### src/apq_pkg.sv
// Package for the array priority queue: sizes, codes and the shared structs.
package apq_pkg;

   localparam int DEPTH = 8;
   localparam int IDX_W = $clog2(DEPTH);
   localparam int CNT_W = $clog2(DEPTH + 1);
   localparam int DATA_W = 32;
   localparam int RANK_W = 8;
   localparam int FILL_W = 4;
   localparam int STATUS_W = 2;

   localparam logic CMD_ENQUEUE = 1'b0;
   localparam logic CMD_DEQUEUE = 1'b1;

   localparam logic [STATUS_W-1:0] ST_ENQUEUED  = 2'd0;
   localparam logic [STATUS_W-1:0] ST_DEQUEUED  = 2'd1;
   localparam logic [STATUS_W-1:0] ST_OVERFLOW  = 2'd2;
   localparam logic [STATUS_W-1:0] ST_UNDERFLOW = 2'd3;

   // Running best candidate that travels along the chain of cells.
   typedef struct packed {
      logic              valid;
      logic [RANK_W-1:0] rank;
      logic [DATA_W-1:0] value;
      logic [IDX_W-1:0]  idx;
   } scan_type;

   // Commands broadcast from the controller to every cell.
   typedef struct packed {
      logic             write;
      logic             shift;
      logic [IDX_W-1:0] target;
      logic [CNT_W-1:0] occupancy;
   } ctrl_type;

endpackage

### src/apq_cell.sv
// One storage cell of the priority queue with its stage of the search chain.
module apq_cell
   import apq_pkg::*;
(
   input  logic              clock,
   input  logic [IDX_W-1:0]  cell_index,
   input  ctrl_type          ctrl,
   input  logic [DATA_W-1:0] wr_value,
   input  logic [RANK_W-1:0] wr_rank,
   input  logic [DATA_W-1:0] next_value,
   input  logic [RANK_W-1:0] next_rank,
   input  scan_type          scan_in,
   output logic [DATA_W-1:0] value,
   output logic [RANK_W-1:0] rank,
   output scan_type          scan_out
);

   logic [DATA_W-1:0] value_ff, value_in;
   logic [RANK_W-1:0] rank_ff, rank_in;
   scan_type          scan_ff, scan_next_in;
   logic              active;

   assign active = {1'b0, cell_index} < {1'b0, ctrl.occupancy};

   always_comb begin
      value_in = value_ff;
      rank_in  = rank_ff;
      if (ctrl.write && (ctrl.target == cell_index)) begin
         value_in = wr_value;
         rank_in  = wr_rank;
      end else if (ctrl.shift && (cell_index >= ctrl.target)) begin
         value_in = next_value;
         rank_in  = next_rank;
      end
   end

   // An earlier candidate wins ties; an active cell takes over when no candidate is held yet or when strictly larger.
   always_comb begin
      scan_next_in = scan_in;
      if (active && (!scan_in.valid || (rank_ff > scan_in.rank))) begin
         scan_next_in.valid = 1'b1;
         scan_next_in.rank  = rank_ff;
         scan_next_in.value = value_ff;
         scan_next_in.idx   = cell_index;
      end
   end

   always_ff @(posedge clock) begin
      value_ff <= value_in;
      rank_ff  <= rank_in;
      scan_ff  <= scan_next_in;
   end

   assign value    = value_ff;
   assign rank     = rank_ff;
   assign scan_out = scan_ff;

endmodule

### src/array_priority_queue.sv
// Top level of the array priority queue: controller, result register and cell chain.
//
// The request channel carries one command per transaction: an enqueue of a data
// word with its priority, or a dequeue of the entry with the largest priority
// (the earliest one among equal priorities). Every request produces exactly one
// transaction on the response channel with the data, a status code and the
// number of entries held afterwards.
// Enqueue, overflow and underflow answer in the cycle after acceptance, and the
// next request can be taken in the cycle the response is shown, so these run
// at one transaction per cycle while the receiver does not stall.
// A dequeue of a non-empty queue answers once the search is done: the search for
// the best entry is a wave that moves one cell per cycle along the chain of DEPTH
// cells, then the shift state closes the gap and loads the response. No new
// request is taken until that response is loaded.
// A synchronous, active-high reset empties the queue and drops any pending
// response; stored entries are not cleared and are never read before written.
// While the receiver stalls, the response is held and no new request is taken.
module array_priority_queue
   import apq_pkg::*;
(
   input  logic                     clock,
   input  logic                     reset,
   input  logic                     req_valid,
   output logic                     req_stall,
   input  logic                     req_cmd,
   input  logic signed [DATA_W-1:0] req_item_data,
   input  logic        [RANK_W-1:0] req_item_priority,
   output logic                     rsp_valid,
   input  logic                     rsp_stall,
   output logic signed [DATA_W-1:0] rsp_out_data,
   output logic      [STATUS_W-1:0] rsp_status,
   output logic        [FILL_W-1:0] rsp_fill_level
);

   // Controller states.
   localparam logic [1:0] S_IDLE  = 2'd0;
   localparam logic [1:0] S_SCAN  = 2'd1;
   localparam logic [1:0] S_SHIFT = 2'd2;

   logic [1:0]          state_ff, state_in;
   logic [IDX_W-1:0]    cnt_ff, cnt_in;
   logic [CNT_W-1:0]    occ_ff, occ_in;
   logic                rsp_valid_ff, rsp_valid_in;
   logic [DATA_W-1:0]   rsp_data_ff, rsp_data_in;
   logic [STATUS_W-1:0] rsp_status_ff, rsp_status_in;
   logic [FILL_W-1:0]   rsp_fill_ff, rsp_fill_in;

   logic                req_accept;
   logic                rsp_free;
   ctrl_type            ctrl;

   logic [DATA_W-1:0]   cell_value [DEPTH];
   logic [RANK_W-1:0]   cell_rank  [DEPTH];
   logic [DATA_W-1:0]   cell_next_value [DEPTH];
   logic [RANK_W-1:0]   cell_next_rank  [DEPTH];
   scan_type            scan_link [DEPTH+1];

   // The response register can take a new result when empty or being drained.
   assign rsp_free   = !rsp_valid_ff || !rsp_stall;
   assign req_stall  = (state_ff != S_IDLE) || !rsp_free;
   assign req_accept = req_valid && !req_stall;

   always_comb begin
      state_in      = state_ff;
      cnt_in        = cnt_ff;
      occ_in        = occ_ff;
      rsp_valid_in  = rsp_valid_ff && rsp_stall;
      rsp_data_in   = rsp_data_ff;
      rsp_status_in = rsp_status_ff;
      rsp_fill_in   = rsp_fill_ff;
      ctrl.write     = 1'b0;
      ctrl.shift     = 1'b0;
      ctrl.target    = occ_ff[IDX_W-1:0];
      ctrl.occupancy = occ_ff;

      case (state_ff)
         S_IDLE: begin
            if (req_accept) begin
               if (req_cmd == CMD_ENQUEUE) begin
                  rsp_valid_in = 1'b1;
                  rsp_data_in  = '0;
                  if (occ_ff == CNT_W'(DEPTH)) begin
                     rsp_status_in = ST_OVERFLOW;
                     rsp_fill_in   = FILL_W'(occ_ff);
                  end else begin
                     ctrl.write    = 1'b1;
                     occ_in        = occ_ff + CNT_W'(1);
                     rsp_status_in = ST_ENQUEUED;
                     rsp_fill_in   = FILL_W'(occ_ff + CNT_W'(1));
                  end
               end else if (occ_ff == '0) begin
                  rsp_valid_in  = 1'b1;
                  rsp_data_in   = '0;
                  rsp_status_in = ST_UNDERFLOW;
                  rsp_fill_in   = '0;
               end else begin
                  // Let the search wave run through every cell of the chain.
                  state_in = S_SCAN;
                  cnt_in   = '0;
               end
            end
         end
         S_SCAN: begin
            cnt_in = cnt_ff + IDX_W'(1);
            if (cnt_ff == IDX_W'(DEPTH - 1)) begin
               state_in = S_SHIFT;
            end
         end
         S_SHIFT: begin
            // The end of the chain now holds the winner; close the gap behind it.
            ctrl.shift    = 1'b1;
            ctrl.target   = scan_link[DEPTH].idx;
            occ_in        = occ_ff - CNT_W'(1);
            rsp_valid_in  = 1'b1;
            rsp_data_in   = scan_link[DEPTH].value;
            rsp_status_in = ST_DEQUEUED;
            rsp_fill_in   = FILL_W'(occ_ff - CNT_W'(1));
            state_in      = S_IDLE;
         end
         default: begin
            state_in = S_IDLE;
         end
      endcase
   end

   always_ff @(posedge clock) begin
      if (reset) begin
         state_ff     <= S_IDLE;
         cnt_ff       <= '0;
         occ_ff       <= '0;
         rsp_valid_ff <= 1'b0;
      end else begin
         state_ff     <= state_in;
         cnt_ff       <= cnt_in;
         occ_ff       <= occ_in;
         rsp_valid_ff <= rsp_valid_in;
      end
   end

   always_ff @(posedge clock) begin
      rsp_data_ff   <= rsp_data_in;
      rsp_status_ff <= rsp_status_in;
      rsp_fill_ff   <= rsp_fill_in;
   end

   assign rsp_valid      = rsp_valid_ff;
   assign rsp_out_data   = rsp_data_ff;
   assign rsp_status     = rsp_status_ff;
   assign rsp_fill_level = rsp_fill_ff;

   // The head of the search chain starts with no candidate.
   assign scan_link[0] = '0;

   for (genvar i = 0; i < DEPTH; i++) begin : g_cell
      if (i == DEPTH - 1) begin : g_last
         assign cell_next_value[i] = cell_value[i];
         assign cell_next_rank[i]  = cell_rank[i];
      end else begin : g_inner
         assign cell_next_value[i] = cell_value[i+1];
         assign cell_next_rank[i]  = cell_rank[i+1];
      end

      apq_cell u_cell (
         .clock      (clock),
         .cell_index (IDX_W'(i)),
         .ctrl       (ctrl),
         .wr_value   (req_item_data),
         .wr_rank    (req_item_priority),
         .next_value (cell_next_value[i]),
         .next_rank  (cell_next_rank[i]),
         .scan_in    (scan_link[i]),
         .value      (cell_value[i]),
         .rank       (cell_rank[i]),
         .scan_out   (scan_link[i+1])
      );
   end

`ifndef SYNTH
   // The fill count never goes beyond the number of cells.
   a_occ_bound: assert property (@(posedge clock) disable iff (reset)
      occ_ff <= CNT_W'(DEPTH))
      else $error("occupancy beyond depth");

   // No response is pending while a dequeue is being worked on.
   a_busy_no_rsp: assert property (@(posedge clock) disable iff (reset)
      (state_ff != S_IDLE) |-> !rsp_valid_ff)
      else $error("response pending during dequeue");

   // When the gap is closed the chain must deliver a real candidate.
   a_shift_found: assert property (@(posedge clock) disable iff (reset)
      (state_ff == S_SHIFT) |-> (scan_link[DEPTH].valid && (occ_ff != '0)))
      else $error("dequeue without a winning entry");

   // A stored enqueue raises the fill count by exactly one.
   a_enq_count: assert property (@(posedge clock) disable iff (reset)
      (req_accept && (req_cmd == CMD_ENQUEUE) && (occ_ff != CNT_W'(DEPTH)))
      |=> (occ_ff == $past(occ_ff) + CNT_W'(1)))
      else $error("enqueue did not advance occupancy");
`endif

endmodule

### config.mk
export PLATFORM = sky130hd
export DESIGN_NAME = array_priority_queue
export DESIGN_NICKNAME = d
export VERILOG_FILES = /design/src/apq_pkg.sv /design/src/apq_cell.sv /design/src/array_priority_queue.sv
export SDC_FILE = /design/constraint.sdc
export NUM_CORES = 1
export LEC_CHECK = 0
export ABC_AREA = 1
export BUFFER_PORTS_ARGS = -buffer_cell sky130_fd_sc_hd__buf_4
export CORE_UTILIZATION = 32
export DETAILED_ROUTE_END_ITERATION = 8
export HOLD_SLACK_MARGIN = 0.12
export PLACE_DENSITY = 0.58
export SYNTH_ARGS = -nofsm -noshare
export SYNTH_HDL_FRONTEND = slang
export SYNTH_HIERARCHICAL = 1
export SYNTH_SLANG_ARGS = --single-unit
export TNS_END_PERCENT = 30
### constraint.sdc
create_clock -name clock -period 3.2 [get_ports clock]
set_input_delay 0.8 -clock clock [delete_from_list [all_inputs] [get_ports clock]]
set_output_delay 0.8 -clock clock [all_outputs]
set_load 0.01 [all_outputs]
# Yosys cells after proc, flatten, opt, wreduce, memory -nomap -nowiden
# Cells that the tools add are included.
[totals] elab_cells=227 inputBits=45 regBits=711 out_inout_bits=40
[classes] n_eq_ne=17 n_reduce_logical=61 n_mux=71 add_sub_neg=3 n_lt_le_gt_ge=22
[op_table] operator="$mux 32" n=17
[op_table] operator="$mux 43" n=6
[op_table] operator="$mux 8" n=14
[op_table] operator="$pmux 32 s2" n=1
[op_table] operator="$gt 8x8->1" n=7
[op_table] operator="$mux 44" n=1
[op_table] operator="$mux 35" n=1
[op_table] operator="$mux 4" n=7
[op_table] operator="$logic_and 1x1->1" n=24
[op_table] operator="$reduce_bool 2->1" n=10
[op_table] operator="$lt 3x4->1 const A" n=4
[op_table] operator="$mux 2" n=8
[op_table] operator="$pmux 4 s2" n=2
[op_table] operator="$eq 3x3->1 const B" n=5
[op_table] operator="$logic_not 1->1" n=11
[op_table] operator="$ne 2x2->1 const B" n=5
[op_table] operator="$ge 3x3->1 const A" n=3
[op_table] operator="$logic_or 1x1->1" n=9
[op_table] operator="$mux 3" n=3
[op_table] operator="$lt 1x4->1 const A" n=2
[op_table] operator="$lt 2x4->1 const A" n=2
[op_table] operator="$pmux 2 s2" n=2
[op_table] operator="$reduce_and 4->1" n=2
[op_table] operator="$mux 1" n=7
[op_table] operator="17 further kinds" n=21

# Depth between registers and ports, before layout
[depth] depth_word=10 mapped_depth=15 mapped_depth_nobuf=14

# Hierarchy
# Netlist, hierarchy kept.
[modules_own_cells] mod="apq_cell (g_cell[0].u_cell ...)" cells_per_inst=331 area_each_um2=3584.7 seq_area_each_um2=2082.0 instances=4
[modules_own_cells] mod="apq_cell (g_cell[5].u_cell ...)" cells_per_inst=332 area_each_um2=3589.7 seq_area_each_um2=2082.0 instances=3
[modules_own_cells] mod="apq_cell (g_cell[1].u_cell)" cells_per_inst=331 area_each_um2=3585.9 seq_area_each_um2=2082.0 instances=1
[modules_own_cells] mod="array_priority_queue" cells_per_inst=244 area_each_um2=2182.1 seq_area_each_um2=1341.3 instances=1

# Worst setup path after synthesis
# No wires, ideal clock.
[synth_timing] kind="reg-to-reg" start="register occ_ff[2]" end="register g_cell[4].u_cell.rank_ff[0], enable pin" setup_slack_ns=-0.119 stages_incl_launch_ff=11 t_arrival_ns=2.921 n_path_buf=2 setup_ns=0.398 cell_sequence="dfxtp_1 -> buf_2 -> inv_1 -> o21ai_0 -> inv_1 -> ha_1 -> nand2_1 -> nor2_1 -> nand2_1 -> buf_2 -> nand2_1"
[synth_rtl] item="from (decl)" line="array_priority_queue.sv:42" source="logic [CNT_W-1:0] occ_ff, occ_in;"
[synth_rtl] item="from (signal assigned)" line="array_priority_queue.sv:135" source="occ_ff <= occ_in;"
[synth_rtl] item="to (signal assigned)" line="apq_cell.sv:50" source="rank_ff <= rank_in;"
[synth_rtl] item="to (decl)" line="apq_cell.sv:19" source="logic [RANK_W-1:0] rank_ff, rank_in;"

==> impl_metrics.ini <==
[worst_setup_path]
crit_required_ns = 3.58
crit_type = flop to flop
crit_arrival_ns = 3.26
cp_cell_sequence = inv_2, nor2_4, nand2_1, o21ai_0, inv_1, ha_1, nand2_1, nor2_1, nand2_2, buf_4, mux2_2
end_kind = flop
startpoint_type = flop
worst-path-buf-inv = 3
cpPeakStageDelay_ns = 0.55
cp_common_cell = nand2_1
slowest_stage = buf_4
worstPathMaxFanout = 40
cpLargestDelayFamily = buffers and inverters

[layout]
drive_gt1_frac = 0.208
nFillCells = 9273
final_cell_area_sq_mm = 0.0355
antennaDiodeCount = 0
area_growth_pct = 15.9
nNetsFinal = 3221

[drt]
wl_per_cell_microns = 17.8
viasPerCell = 4.63
drcViolationCount = 2
vias = 20400
firstDrtPassIters = 7
detail-route-antenna-nets = 0
wl_microns = 78400
drt_iter0_drc = 1398

[pwr]
total_power_uw = 27000
peakVddDrop_v = 0.000454
power_switching_uw = 8710
pwr-share-seq = 0.452
p_leak_uw = 0.0153
clockPowerShare = 0.314
power_density_mw_per_mm2 = 763
p_int_uw = 18300
p_sw_frac = 0.322
power_frac_comb = 0.235

[timing]
holdWs_ns = 0.378
slew_headroom = 0.180
fin_skew_ns = 0.0336
max_freq_mhz = 347
post-route-min-period_ns = 2.88
tightest_slew_ns = 1.23
rsz0062_at_grt = false
final-setup-viol-count = 0
drv_slew = 0
fin_crit_sh = 0.900
fin_ws_ns = 0.321
finalSetupTns_ns = 0
hold_viol_final = 0

[grt]
grt_pass1_vias = 20300
grt_use_total = 0.161
grt_overflow_total = 0
antenna_found_initial = 2
grt_first_pass_wirelength_microns = 121000
grt_max_degree = 46

[floorplan]
coreArea_sq_mm = 0.0949
start_util = 0.322
pin_count = 85
dieHeight_microns = 311
die_width_microns = 311
row_count = 113
fp.dieArea_sq_mm = 0.0968

[job]
maxCapViolations = 0

[synthesis]
synthesis.area_sq_mm = 0.0306
yosysWarnings = 6
synth_area_per_cell_sq_um = 10.7
netlist_instances = 2861

[status]
outcome = complete, but fails checks
violations = DRC

[clock_network]
cts_max_level = 3
ctsLongestPathBuffers = 3
clk_latency_ns = 0.65
cts_tree = built
cts_sinks = 711
clock-root-buffer = clkbuf_16
cts_setup_buffers = 0
cts-resized-gates = 0
cts_made_buffers = 75
clk_pin_slew_ns = 0.06
cts_hold_buf = 0

[placement]
numPortBuffers = 84
dpl-instance-area_sq_mm = 0.0330
gp_congestion = 0.792
dp_slack_ns = 0.276
dpl.hpwl_microns = 49100

[min_path]
min_path_type = input port to flop
-- metrics by stage --
stage | cells | util
after floorplan | 2976 | -
after global placement | 4256 | 0.348
after detailed placement | 4256 | 0.348
after CTS | 4396 | 0.374
after global routing | 4396 | 0.374
final | 4396 | 0.374
-- layout make-up --
cell class	count	area, sq um	area share
clock inverters	32	302	0.00850
inverters	201	754	0.0213
repair buffers	149	1360	0.0383
clock buffers	108	2110	0.0595
flip-flops and latches	711	17800	0.503
multi-input cells	1930	11500	0.325
well taps	1265	1580	0.0446
-- flip-flops by register name (all words and copies together), names as in the netlist --
signal / count
g_cell.u_cell/scan_out: 343
g_cell.u_cell/value: 256
g_cell.u_cell/rank: 64
rsp_out_data: 32
occ_ff: 4
rsp_fill_level: 4
cnt_ff: 3
rsp_status: 2
state_ff: 2
rsp_valid: 1
-- cells in the final DEF, fill, tap and decap left out, types with 2 or more instances in the layout --
cell / n
nand2_1: 818
edfxtp_1: 358
dfxtp_1: 353
nand3_1: 351
mux2_2: 320
inv_1: 190
buf_4: 130
conb_1: 117
ha_1: 108
nor2_1: 83
clkbuf_16: 75
a21oi_1: 29
o21ai_0: 25
nand2_2: 25
clkbuf_1: 22
buf_12: 19
clkinv_2: 14
inv_2: 11
clkbuf_8: 11
nand4_1: 9
a21o_1: 8
a21oi_2: 8
a2bb2oi_4: 8
nand2_4: 8
or2_2: 7
clkinv_1: 5
clkinv_16: 4
clkinvlp_4: 3
nor3_1: 2
clkinv_8: 2
inv_6: 2
-- power by group through the flow --
stage               Sequential [uW]  Clock, uW  Combinational (uW)
detailed placement            12400          0                6330
finish                        12200       8480                6340
global route                  12400       9010                7170
floorplan                     12300          0                4490
CTS                           12200       8690                6350
global placement              12400          0                6220
-- worst register-to-register path, cell delays in order (launching register included) --
cell and delay (ns):
dfxtp_1 0.37, inv_2 0.08, nor2_4 0.26, nand2_1 0.08
o21ai_0 0.21, inv_1 0.09, ha_1 0.33, nand2_1 0.08
nor2_1 0.06, nand2_2 0.06, buf_4 0.55, mux2_2 0.47
-- metal layers --
layer  up-vias  GRT usage  wire, microns
li1       9932          -              -
met1      9853      0.213          35700
met2       470      0.273          37300
met3       106     0.0211           3840
met4         0     0.0485           1530
met5         -          0              0
-- path summary, 6_finish.rpt --
kind                                                     from                       endpoint  slack (ns)  cells past startpoint
worst max-delay path                              state_ff[1]     g_cell[3].u_cell/value[17]        0.32                     11
worst min-delay path                                    reset                      rsp_valid        0.38                      2
worst max register to register                    state_ff[1]     g_cell[3].u_cell/value[17]        0.32                     11
worst min register to register  g_cell[4].u_cell/scan_out[25]  g_cell[5].u_cell/scan_out[25]        0.41                      2
(Power assumes the default switching activity.)
